<file path="config.mk">
export PLATFORM = sky130hd
export DESIGN_NAME = integer_to_radix_ascii
export DESIGN_NICKNAME = d
export VERILOG_FILES = /design/src/rtl/core/itra_pkg.sv /design/src/rtl/core/itra_ctrl.sv /design/src/rtl/core/itra_dp.sv /design/src/rtl/core/integer_to_radix_ascii.sv
export SDC_FILE = /design/constraint.sdc
export NUM_CORES = 1
export LEC_CHECK = 0
export ABC_AREA = 1
export BUFFER_PORTS_ARGS = -buffer_cell sky130_fd_sc_hd__buf_2
export CAP_MARGIN = 20
export CORE_ASPECT_RATIO = 1.4
export CORE_MARGIN = 1.5
export CORE_UTILIZATION = 43
export CTS_CLUSTER_SIZE = 16
export DETAILED_ROUTE_END_ITERATION = 10
export PLACE_DENSITY = 0.56
export SETUP_SLACK_MARGIN = 0.05
export SKIP_CTS_REPAIR_TIMING = 1
export SLEW_MARGIN = 10
export SYNTH_ARGS = -nofsm -noshare
export SYNTH_HDL_FRONTEND = slang
export SYNTH_HIERARCHICAL = 1
export SYNTH_SLANG_ARGS = --single-unit
export TNS_END_PERCENT = 20
</file>
<file path="constraint.sdc">
create_clock -name clk -period 9.4 [get_ports clk]
set_input_delay 1.88 -clock clk [delete_from_list [all_inputs] [get_ports clk]]
set_output_delay 1.88 -clock clk [all_outputs]
set_load 0.05 [all_outputs]
</file>
<file path="src/rtl/core/itra_pkg.sv">
// shared types, constants and the digit-to-character map for integer_to_radix_ascii
// used by itra_ctrl, itra_dp and the top level; no dependencies
`timescale 1ns / 1ps
`default_nettype none

package itra_pkg;

	// default configuration
	localparam int DEF_VALUE_WIDTH = 32;
	localparam int DEF_MAX_DIGITS  = 32;

	// field widths
	localparam int RADIX_IN_W = 8;
	localparam int CHAR_W     = 8;
	localparam int RADIX_W    = 6;   // holds radix up to 36 and any digit value
	localparam int DIV_BITS   = 4;   // quotient bits per divider cycle

	// radix range and special radix
	localparam logic [RADIX_IN_W-1:0] RADIX_MIN = 8'd2;
	localparam logic [RADIX_IN_W-1:0] RADIX_MAX = 8'd36;
	localparam logic [RADIX_IN_W-1:0] DECIMAL   = 8'd10;

	// characters
	localparam logic [CHAR_W-1:0] MINUS_CHAR  = 8'h2D;
	localparam logic [CHAR_W-1:0] ZERO_CHAR   = 8'h30;
	localparam logic [CHAR_W-1:0] LETTER_BASE = 8'h57;   // 'a' minus ten
	localparam logic [CHAR_W-1:0] NULL_CHAR   = 8'h00;
	localparam logic [RADIX_W-1:0] NUM_DECIMAL_DIGITS = 6'd10;
	localparam logic [RADIX_W-1:0] NUM_SYMBOLS        = 6'd36;

	// output beat source select
	localparam logic [1:0] OSEL_SIGN  = 2'd0;
	localparam logic [1:0] OSEL_DIGIT = 2'd1;
	localparam logic [1:0] OSEL_ERROR = 2'd2;

	// controller to datapath
	typedef struct packed {
		logic       load;       // capture a new item with a valid radix
		logic       div_run;    // advance the divider one step
		logic       rd_issue;   // read the digit store at the emit index
		logic       out_load;   // load the output register
		logic [1:0] out_sel;    // source of the loaded beat
	} ctrl_cmd_t;

	// datapath to controller
	typedef struct packed {
		logic radix_ok;     // radix on the input port lies in range
		logic neg;          // minus sign leads the run
		logic div_last;     // divider step in flight finishes a digit
		logic digit_stop;   // digit finishing now is the final one
		logic idx_zero;     // emit index points at the least significant digit
		logic out_free;     // output register can take a beat this cycle
	} dp_stat_t;

	function automatic logic [CHAR_W-1:0] digit_char(input logic [RADIX_W-1:0] d);
		logic [CHAR_W-1:0] c;
		if (d < NUM_DECIMAL_DIGITS) begin
			c = ZERO_CHAR + CHAR_W'(d);
		end else if (d < NUM_SYMBOLS) begin
			c = LETTER_BASE + CHAR_W'(d);
		end else begin
			c = ZERO_CHAR;
		end
		return c;
	endfunction

endpackage

`default_nettype wire

</file>
<file path="src/rtl/core/itra_ctrl.sv">
// sequencing state machine for integer_to_radix_ascii
// depends on itra_pkg; drives itra_dp through ctrl_cmd_t and reads dp_stat_t
`timescale 1ns / 1ps
`default_nettype none

module itra_ctrl (
	input  wire logic               clk,
	input  wire logic               arst_n,
	input  wire logic               in_valid,
	output logic                    in_stall,
	input  wire itra_pkg::dp_stat_t stat,
	output itra_pkg::ctrl_cmd_t     cmd
);

	localparam logic [2:0] S_IDLE = 3'd0;
	localparam logic [2:0] S_DIV  = 3'd1;
	localparam logic [2:0] S_SIGN = 3'd2;
	localparam logic [2:0] S_READ = 3'd3;
	localparam logic [2:0] S_SEND = 3'd4;
	localparam logic [2:0] S_ERR  = 3'd5;

	logic [2:0] state_q;
	logic [2:0] state_d;

	assign in_stall = (state_q != S_IDLE);

	always_comb begin
		cmd     = '0;
		state_d = state_q;
		unique case (state_q)
			S_IDLE: begin
				if (in_valid) begin
					if (stat.radix_ok) begin
						cmd.load = 1'b1;
						state_d  = S_DIV;
					end else begin
						state_d = S_ERR;
					end
				end
			end
			S_DIV: begin
				cmd.div_run = 1'b1;
				if (stat.div_last && stat.digit_stop) begin
					state_d = stat.neg ? S_SIGN : S_READ;
				end
			end
			S_SIGN: begin
				if (stat.out_free) begin
					cmd.out_load = 1'b1;
					cmd.out_sel  = itra_pkg::OSEL_SIGN;
					state_d      = S_READ;
				end
			end
			S_READ: begin
				cmd.rd_issue = 1'b1;
				state_d      = S_SEND;
			end
			S_SEND: begin
				if (stat.out_free) begin
					cmd.out_load = 1'b1;
					cmd.out_sel  = itra_pkg::OSEL_DIGIT;
					state_d      = stat.idx_zero ? S_IDLE : S_READ;
				end
			end
			S_ERR: begin
				if (stat.out_free) begin
					cmd.out_load = 1'b1;
					cmd.out_sel  = itra_pkg::OSEL_ERROR;
					state_d      = S_IDLE;
				end
			end
			default: begin
				state_d = S_IDLE;
			end
		endcase
	end

	always_ff @(posedge clk or negedge arst_n) begin
		if (!arst_n) begin
			state_q <= S_IDLE;
		end else begin
			state_q <= state_d;
		end
	end

	// bad radix goes straight to the error beat
	a_err_path: assert property (@(posedge clk) disable iff (!arst_n)
		(state_q == S_IDLE && in_valid && !stat.radix_ok) |=> (state_q == S_ERR))
		else $error("bad radix did not lead to error beat");

	// never overwrite a beat the receiver has not taken
	a_out_free: assert property (@(posedge clk) disable iff (!arst_n)
		cmd.out_load |-> stat.out_free)
		else $error("output register loaded while occupied");

	// a new item only enters from idle
	a_load_idle: assert property (@(posedge clk) disable iff (!arst_n)
		cmd.load |-> (state_q == S_IDLE && !in_stall))
		else $error("item loaded outside idle");

endmodule

`default_nettype wire

</file>
<file path="src/rtl/core/itra_dp.sv">
// datapath for integer_to_radix_ascii: digit divider, digit store, output register
// depends on itra_pkg; commanded by itra_ctrl
`timescale 1ns / 1ps
`default_nettype none

module itra_dp #(
	parameter int VALUE_WIDTH = itra_pkg::DEF_VALUE_WIDTH,
	parameter int MAX_DIGITS  = itra_pkg::DEF_MAX_DIGITS
) (
	input  wire logic                                clk,
	input  wire logic                                arst_n,
	input  wire logic signed [VALUE_WIDTH-1:0]       value,
	input  wire logic [itra_pkg::RADIX_IN_W-1:0]     radix,
	input  wire itra_pkg::ctrl_cmd_t                 cmd,
	output itra_pkg::dp_stat_t                       stat,
	output logic                                     out_valid,
	input  wire logic                                out_stall,
	output logic [itra_pkg::CHAR_W-1:0]              character,
	output logic                                     last,
	output logic                                     error
);

	localparam int DIV_STEPS = (VALUE_WIDTH + itra_pkg::DIV_BITS - 1) / itra_pkg::DIV_BITS;
	localparam int PAD_W     = DIV_STEPS * itra_pkg::DIV_BITS;
	localparam int STEP_W    = $clog2(DIV_STEPS);
	localparam int CNT_W     = $clog2(MAX_DIGITS + 1);
	localparam int IDX_W     = $clog2(MAX_DIGITS);
	localparam int RW        = itra_pkg::RADIX_W;

	// working registers
	logic [PAD_W-1:0]  div_q;
	logic [RW-1:0]     rem_q;
	logic [RW-1:0]     radix_q;
	logic              neg_q;
	logic [STEP_W-1:0] step_q;
	logic [CNT_W-1:0]  count_q;
	logic [IDX_W-1:0]  idx_q;
	logic [RW-1:0]     rd_data_s1;

	// digit store, least significant digit at index zero
	logic [RW-1:0] digit_store_q [MAX_DIGITS];

	// output register
	logic                        out_valid_q;
	logic [itra_pkg::CHAR_W-1:0] char_q;
	logic                        last_q;
	logic                        error_q;

	logic [VALUE_WIDTH-1:0] val_u;
	logic [VALUE_WIDTH-1:0] mag;
	logic                   neg_in;
	logic [PAD_W-1:0]       quot_next;
	logic [RW-1:0]          rem_next;
	logic [CNT_W-1:0]       count_next;
	logic [CNT_W-1:0]       limit;
	logic                   div_last;
	logic                   out_free;
	logic [itra_pkg::CHAR_W-1:0] char_d;
	logic                   last_d;
	logic                   error_d;

	assign val_u  = value;
	assign neg_in = (radix == itra_pkg::DECIMAL) && val_u[VALUE_WIDTH-1];
	assign mag    = neg_in ? (~val_u + 1'b1) : val_u;

	// DIV_BITS restoring steps on the narrow remainder
	always_comb begin
		logic [RW:0]      r;
		logic [PAD_W-1:0] d;
		r = {1'b0, rem_q};
		d = div_q;
		for (int b = 0; b < itra_pkg::DIV_BITS; b++) begin
			r = {r[RW-1:0], d[PAD_W-1]};
			d = {d[PAD_W-2:0], 1'b0};
			if (r >= {1'b0, radix_q}) begin
				r    = r - {1'b0, radix_q};
				d[0] = 1'b1;
			end
		end
		rem_next  = r[RW-1:0];
		quot_next = d;
	end

	assign div_last   = (step_q == STEP_W'(DIV_STEPS - 1));
	assign count_next = count_q + 1'b1;
	assign limit      = CNT_W'(MAX_DIGITS) - CNT_W'(neg_q);
	assign out_free   = !out_valid_q || !out_stall;

	always_comb begin
		stat            = '0;
		stat.radix_ok   = (radix >= itra_pkg::RADIX_MIN) && (radix <= itra_pkg::RADIX_MAX);
		stat.neg        = neg_q;
		stat.div_last   = div_last;
		stat.digit_stop = (quot_next == '0) || (count_next == limit);
		stat.idx_zero   = (idx_q == '0);
		stat.out_free   = out_free;
	end

	// beat source decode
	always_comb begin
		unique case (cmd.out_sel)
			itra_pkg::OSEL_SIGN: begin
				char_d  = itra_pkg::MINUS_CHAR;
				last_d  = 1'b0;
				error_d = 1'b0;
			end
			itra_pkg::OSEL_DIGIT: begin
				char_d  = itra_pkg::digit_char(rd_data_s1);
				last_d  = (idx_q == '0);
				error_d = 1'b0;
			end
			itra_pkg::OSEL_ERROR: begin
				char_d  = itra_pkg::NULL_CHAR;
				last_d  = 1'b1;
				error_d = 1'b1;
			end
			default: begin
				char_d  = itra_pkg::NULL_CHAR;
				last_d  = 1'b1;
				error_d = 1'b1;
			end
		endcase
	end

	// control registers
	always_ff @(posedge clk or negedge arst_n) begin
		if (!arst_n) begin
			neg_q       <= 1'b0;
			step_q      <= '0;
			count_q     <= '0;
			idx_q       <= '0;
			out_valid_q <= 1'b0;
		end else begin
			if (cmd.load) begin
				neg_q   <= neg_in;
				step_q  <= '0;
				count_q <= '0;
			end else if (cmd.div_run) begin
				if (div_last) begin
					step_q  <= '0;
					count_q <= count_next;
					idx_q   <= count_q[IDX_W-1:0];
				end else begin
					step_q <= step_q + 1'b1;
				end
			end
			if (cmd.out_load && cmd.out_sel == itra_pkg::OSEL_DIGIT) begin
				idx_q <= idx_q - 1'b1;
			end
			if (cmd.out_load) begin
				out_valid_q <= 1'b1;
			end else if (!out_stall) begin
				out_valid_q <= 1'b0;
			end
		end
	end

	// payload registers
	always_ff @(posedge clk) begin
		if (cmd.load) begin
			div_q   <= PAD_W'(mag);
			rem_q   <= '0;
			radix_q <= radix[RW-1:0];
		end else if (cmd.div_run) begin
			div_q <= quot_next;
			rem_q <= div_last ? '0 : rem_next;
		end
		if (cmd.out_load) begin
			char_q  <= char_d;
			last_q  <= last_d;
			error_q <= error_d;
		end
	end

	// digit store write and registered read
	always_ff @(posedge clk) begin
		if (cmd.div_run && div_last) begin
			digit_store_q[count_q[IDX_W-1:0]] <= rem_next;
		end
		if (cmd.rd_issue) begin
			rd_data_s1 <= digit_store_q[idx_q];
		end
	end

	assign out_valid = out_valid_q;
	assign character = char_q;
	assign last      = last_q;
	assign error     = error_q;

	// store never overfills
	a_count_range: assert property (@(posedge clk) disable iff (!arst_n)
		count_q <= CNT_W'(MAX_DIGITS))
		else $error("digit count beyond store depth");

	// a written digit is below the radix
	a_digit_range: assert property (@(posedge clk) disable iff (!arst_n)
		(cmd.div_run && div_last) |-> (rem_next < radix_q))
		else $error("digit not below radix");

	// a new item starts from an empty store and a fresh divider
	a_load_clear: assert property (@(posedge clk) disable iff (!arst_n)
		cmd.load |=> (count_q == '0 && step_q == '0))
		else $error("load did not clear digit count");

endmodule

`default_nettype wire

</file>
<file path="src/rtl/core/integer_to_radix_ascii.sv">
// integer_to_radix_ascii: signed integer to ASCII text in radix 2 to 36
// depends on itra_pkg; instantiates itra_ctrl and itra_dp
//
// usage:
//  input channel (in_valid / in_stall) carries value and radix; one beat is one item
//  output channel (out_valid / out_stall) carries character, last and error; one item
//  gives a run of beats, most significant character first, last set on the final one
//  radix 10 with a negative value leads with '-'; other radixes read value as unsigned
//  a radix outside 2..36 gives a single beat: character 0, last 1, error 1
//  one item at a time: in_stall stays high from acceptance until the final beat of
//  the run is in the output register; the next item can enter while that beat waits
//  each digit comes from repeated steps of the shared divider, which retires four
//  quotient bits a cycle; each character is then sent as a store read followed by
//  an output load, and the sign as an output load alone
//  receiver stall: the finished beat holds in the output register and the sequencer
//  waits; no beat is lost or repeated
//  reset (arst_n low, asynchronous): sequencer idle, output empty; no clearing pass
`timescale 1ns / 1ps
`default_nettype none

module integer_to_radix_ascii #(
	parameter int VALUE_WIDTH = itra_pkg::DEF_VALUE_WIDTH,
	parameter int MAX_DIGITS  = itra_pkg::DEF_MAX_DIGITS
) (
	input  wire logic                            clk,
	input  wire logic                            arst_n,
	// input channel
	input  wire logic                            in_valid,
	output logic                                 in_stall,
	input  wire logic signed [VALUE_WIDTH-1:0]   value,
	input  wire logic [itra_pkg::RADIX_IN_W-1:0] radix,
	// output channel
	output logic                                 out_valid,
	input  wire logic                            out_stall,
	output logic [itra_pkg::CHAR_W-1:0]          character,
	output logic                                 last,
	output logic                                 error
);

	// command and status between sequencer and datapath
	itra_pkg::ctrl_cmd_t cmd;
	itra_pkg::dp_stat_t  stat;

	// sequencer: idle, divide, sign, read, send, error beat
	itra_ctrl u_ctrl (
		.clk      (clk),
		.arst_n   (arst_n),
		.in_valid (in_valid),
		.in_stall (in_stall),
		.stat     (stat),
		.cmd      (cmd)
	);

	// divider, digit store and output register
	itra_dp #(
		.VALUE_WIDTH (VALUE_WIDTH),
		.MAX_DIGITS  (MAX_DIGITS)
	) u_dp (
		.clk       (clk),
		.arst_n    (arst_n),
		.value     (value),
		.radix     (radix),
		.cmd       (cmd),
		.stat      (stat),
		.out_valid (out_valid),
		.out_stall (out_stall),
		.character (character),
		.last      (last),
		.error     (error)
	);

	// an error beat stands alone and carries a null character
	a_err_beat: assert property (@(posedge clk) disable iff (!arst_n)
		(out_valid && error) |-> (last && character == itra_pkg::NULL_CHAR))
		else $error("error beat malformed");

	// no new item is taken while a run is still being produced
	a_one_item: assert property (@(posedge clk) disable iff (!arst_n)
		(in_valid && !in_stall) |=> in_stall)
		else $error("second item accepted during a run");

endmodule

`default_nettype wire
</file>
==> run_results.csv <==
group,metric,value,unit
run_status,run_status,"finished, final reports clean",
route,antenna_left,0,
route,detailedRoute.firstIterationViolations,582,
sta,final_min_period_over_clock_period,0.775,
critical_path,max_stage_delay,0.54,ns
synthesis,syn-mean-instance-area,10.1,um2
sta,unrepaired_setup_endpoints_after_global_routing,"false",
route,routed_wl,33000,um
clock_tree,cts-buffers-inserted,27,
critical_path,cp.required,9.79,ns
cells_and_area,area_growth,11.6,%
global_route,global_route_wire_length_before_repair,52300,um
synthesis,synth_seq_cells,271,
route,drt_drc_violations_left,0,
sta,report.final.slew_viol_count,0,
critical_path,critical_path.max_fanout,17,
route,post_drt_via_cell_ratio,5.36,
sta,worst-slew-pin-transition,1.02,ns
sta,max_clock_freq,137,MHz
critical_path,path_common_cell,"nand2_1",
cells_and_area,insertedDiodeCount,0,
sta,worst_clock_skew,0.0183,ns
floorplanning,floorplan.io_pins,56,
global_route,grt_antenna_before_repair,0,
min_path,hold_path.startpoint,"u_dp/rem_q[5]$_SDFFE_PP0P_",
min_path,hold_end,"u_dp/rem_q[5]$_SDFFE_PP0P_",
critical_path,r2r_slack,2.11,ns
sta,final-hold-violation-count,0,
critical_path,crit_type,"flip-flop to flip-flop",
critical_path,critical-path-slowest-cell,"and2_1",
global_route,first_global_vias,9713,
floorplanning,fp-row-count,76,
clock_tree,clock_tree_from_tritoncts,"yes",
min_path,hold-path-cell-count,2,
floorplanning,total_die_area,0.0326,mm2
floorplanning,initial_core_util,0.439,
synthesis,synth_nets,1422,
clock_tree,clock_sinks,271,
clock_tree,clock_tree.htree_level_count,1,
sta,final-setup-viol-count,0,
synthesis,synthDistinctLibCells,57,
global_route,globalRouteOverflowTotal,0,
sta,finalCriticalPeriod,7.29,ns
cells_and_area,design.final.nets,1463,
critical_path,timing.rr.start,"u_dp/radix_q[1]$_DFFE_PP_",
placed_design,numPortBuffers,55,
synthesis,synth-async-reset-ratio,0.0701,
critical_path,critical-path-top-delay-family,"simple AND/OR/NAND/NOR gates",
floorplanning,fp.coreArea,0.0309,mm2
synthesis,seq_area_frac_synth,0.589,
min_path,hold_path.class,"flip-flop to flip-flop",
critical_path,worst_r2r_endpoint,"u_dp/digit_store_q[3][3]$_DFFE_PP_",
critical_path,critical_path.startpoint_type,"flip-flop",
clock_tree,root_buffer,"clkbuf_16",
synthesis,synth-edff-count,246,
sta,tns,0,ns
route,route.detailed.wl_per_inst,18.5,um
critical_path,timing.critical_path.to_type,"flip-flop",
placed_design,detailed_place_hpwl,22500,um
critical_path,cp.arrival,7.68,ns
clock_tree,cts.clk_slew.worst_paths,0.07,ns
cells_and_area,final_core_utilization,0.490,
run,max_cap_viol_count,0,
critical_path,critical_path.n_buffers_inverters,5,
floorplanning,fp.dieW,153,um
floorplanning,fp.dieH,213,um
clock_tree,worst_skew_late_latency,0.55,ns
critical_path,reg2reg_depth,41,
route,route.vias.total,9585,
placed_design,gp_congestion,0.849,
synthesis,netlist_area,0.0136,mm2
synthesis,synthesis.instances,1337,
synthesis,postSynth.topFlopCell,"edfxtp_1",
synthesis,yosysWarnings,6,
global_route,grt_usage,0.207,
sta,slew-limit-headroom,0.323,
global_route,largest_net_degree_at_the_start_of_global_routing,98,
cells_and_area,layout-drive-gt1-share,0.114,
route,drt-pass1-iter-count,5,
clock_tree,cts_max_path_buffers,3,
## Yosys cell counts, types with 4 or more instances
cell type	instances	share of area
ha_1	37	0.034
a31oi_1	6	0.0028
nor3_1	17	0.0063
nand2_1	181	0.050
o22ai_1	61	0.028
xor2_1	29	0.019
a21oi_1	23	0.0085
and2_1	5	0.0023
nand3_1	47	0.017
fa_1	4	0.0059
xnor2_1	17	0.011
nor4_1	11	0.0051
nand4_1	7	0.0032
inv_2	4	0.0011
inv_1	94	0.026
nand3_2	5	0.0037
nor2_1	211	0.058
dfrtp_1	19	0.035
o31ai_1	4	0.0022
clkbuf_1	52	0.014
dfxtp_1	6	0.0089
nand3b_1	6	0.0033
nand2_2	11	0.0051
o21ai_1	5	0.0018
edfxtp_1	246	0.54
o21ai_0	172	0.063
## layout by cell type (no fill, tap or decap), drive strengths merged, types with 3 or more instances in the layout
master,count
or2,5
nor4,12
xnor2,17
and2,6
fa,4
ha,37
clkinvlp,4
clkbuf,34
edfxtp,246
nor3,19
dfrtp,19
xor2,29
clkinv,9
o21a,3
nand2,195
nand3b,6
o21bai,3
nand4,7
buf,70
o32ai,3
nor2,217
nand3,54
dfxtp,6
a31oi,6
o31ai,4
a21oi,27
o21ai,180
o22ai,61
bufinv,3
inv,100
## worst reg2reg max path, delay by kind of cell (launching register included)
| kind | cells | cell delay (ns) |
|---|---|---|
| flip-flops | 1 | 0.49 |
| adder cells (fa/ha/maj) | 4 | 1.29 |
| AO/OA/AOI/OAI | 10 | 1.82 |
| AND/OR/NAND/NOR | 22 | 2.91 |
| buffers and inverters | 5 | 0.63 |
## sequential cells by signal, indices dropped and copies added (netlist names), 3 cells and up
register	cells
u_ctrl/state_q	3
u_dp/character	8
u_dp/count_q	6
u_dp/digit_store_q	192
u_dp/div_q	32
u_dp/idx_q	5
u_dp/radix_q	6
u_dp/rd_data_s1	6
u_dp/rem_q	6
u_dp/step_q	3
## worst max-delay path by stage
stage | from | depth (start not counted) | end | slack [ns]
after floorplan | u_dp/radix_q[1]$_DFFE_PP_ | 42 | u_dp/digit_store_q[0][1]$_DFFE_PP_ | 2.86
after global placement | u_dp/radix_q[1]$_DFFE_PP_ | 40 | u_dp/digit_store_q[1][2]$_DFFE_PP_ | 1.97
after detailed placement | u_dp/radix_q[1]$_DFFE_PP_ | 40 | u_dp/digit_store_q[1][2]$_DFFE_PP_ | 1.76
after CTS | u_dp/radix_q[1]$_DFFE_PP_ | 40 | u_dp/digit_store_q[9][2]$_DFFE_PP_ | 1.74
after global routing | u_dp/radix_q[1]$_DFFE_PP_ | 41 | u_dp/digit_store_q[6][2]$_DFFE_PP_ | 1.34
final | u_dp/radix_q[1]$_DFFE_PP_ | 41 | u_dp/digit_store_q[3][3]$_DFFE_PP_ | 2.11
## cell families after synthesis
logic type | synth area share
AOI/OAI and AO/OA | 0.123
xor gates and xnor gates | 0.0297
adders and majority gates | 0.0400
buffers and inverters | 0.0458
DFF | 0.589
and+or+nand+nor | 0.173
## stage by stage
stage	cells	instance area [um2]	setup WS [ns]	hold slack, ns
4_1_cts	1785	15100	1.74	0.479
2_1_floorplan	1337	13600	2.86	0.440
3_3_place_gp	1735	14200	1.97	0.458
6_report	1789	15100	2.11	0.474
5_1_grt	1789	15100	1.34	0.504
3_5_place_dp	1735	14200	1.76	0.463
## per-layer routing
layer	GRT usage	part of all wire	vias up
met5	0	0	-
met4	0.0859	0.037	0
met3	0.0197	0.039	68
met2	0.393	0.53	219
met1	0.236	0.39	4525
li1	-	-	4773
## final cells by class
| class | count | area [um2] |
|---|---|---|
| repair buffers | 70 | 418 |
| fillers | 2876 | 15800 |
| well taps | 390 | 488 |
| flip-flops and latches | 271 | 7980 |
| clock inverters | 16 | 183 |
| multi-input cells | 908 | 4960 |
| clock buffers | 34 | 722 |
| inverters | 100 | 375 |
Power is left out: the tool's default activity adds up to more than one toggle a clock period on the data nets, which glitch-free logic cannot reach.
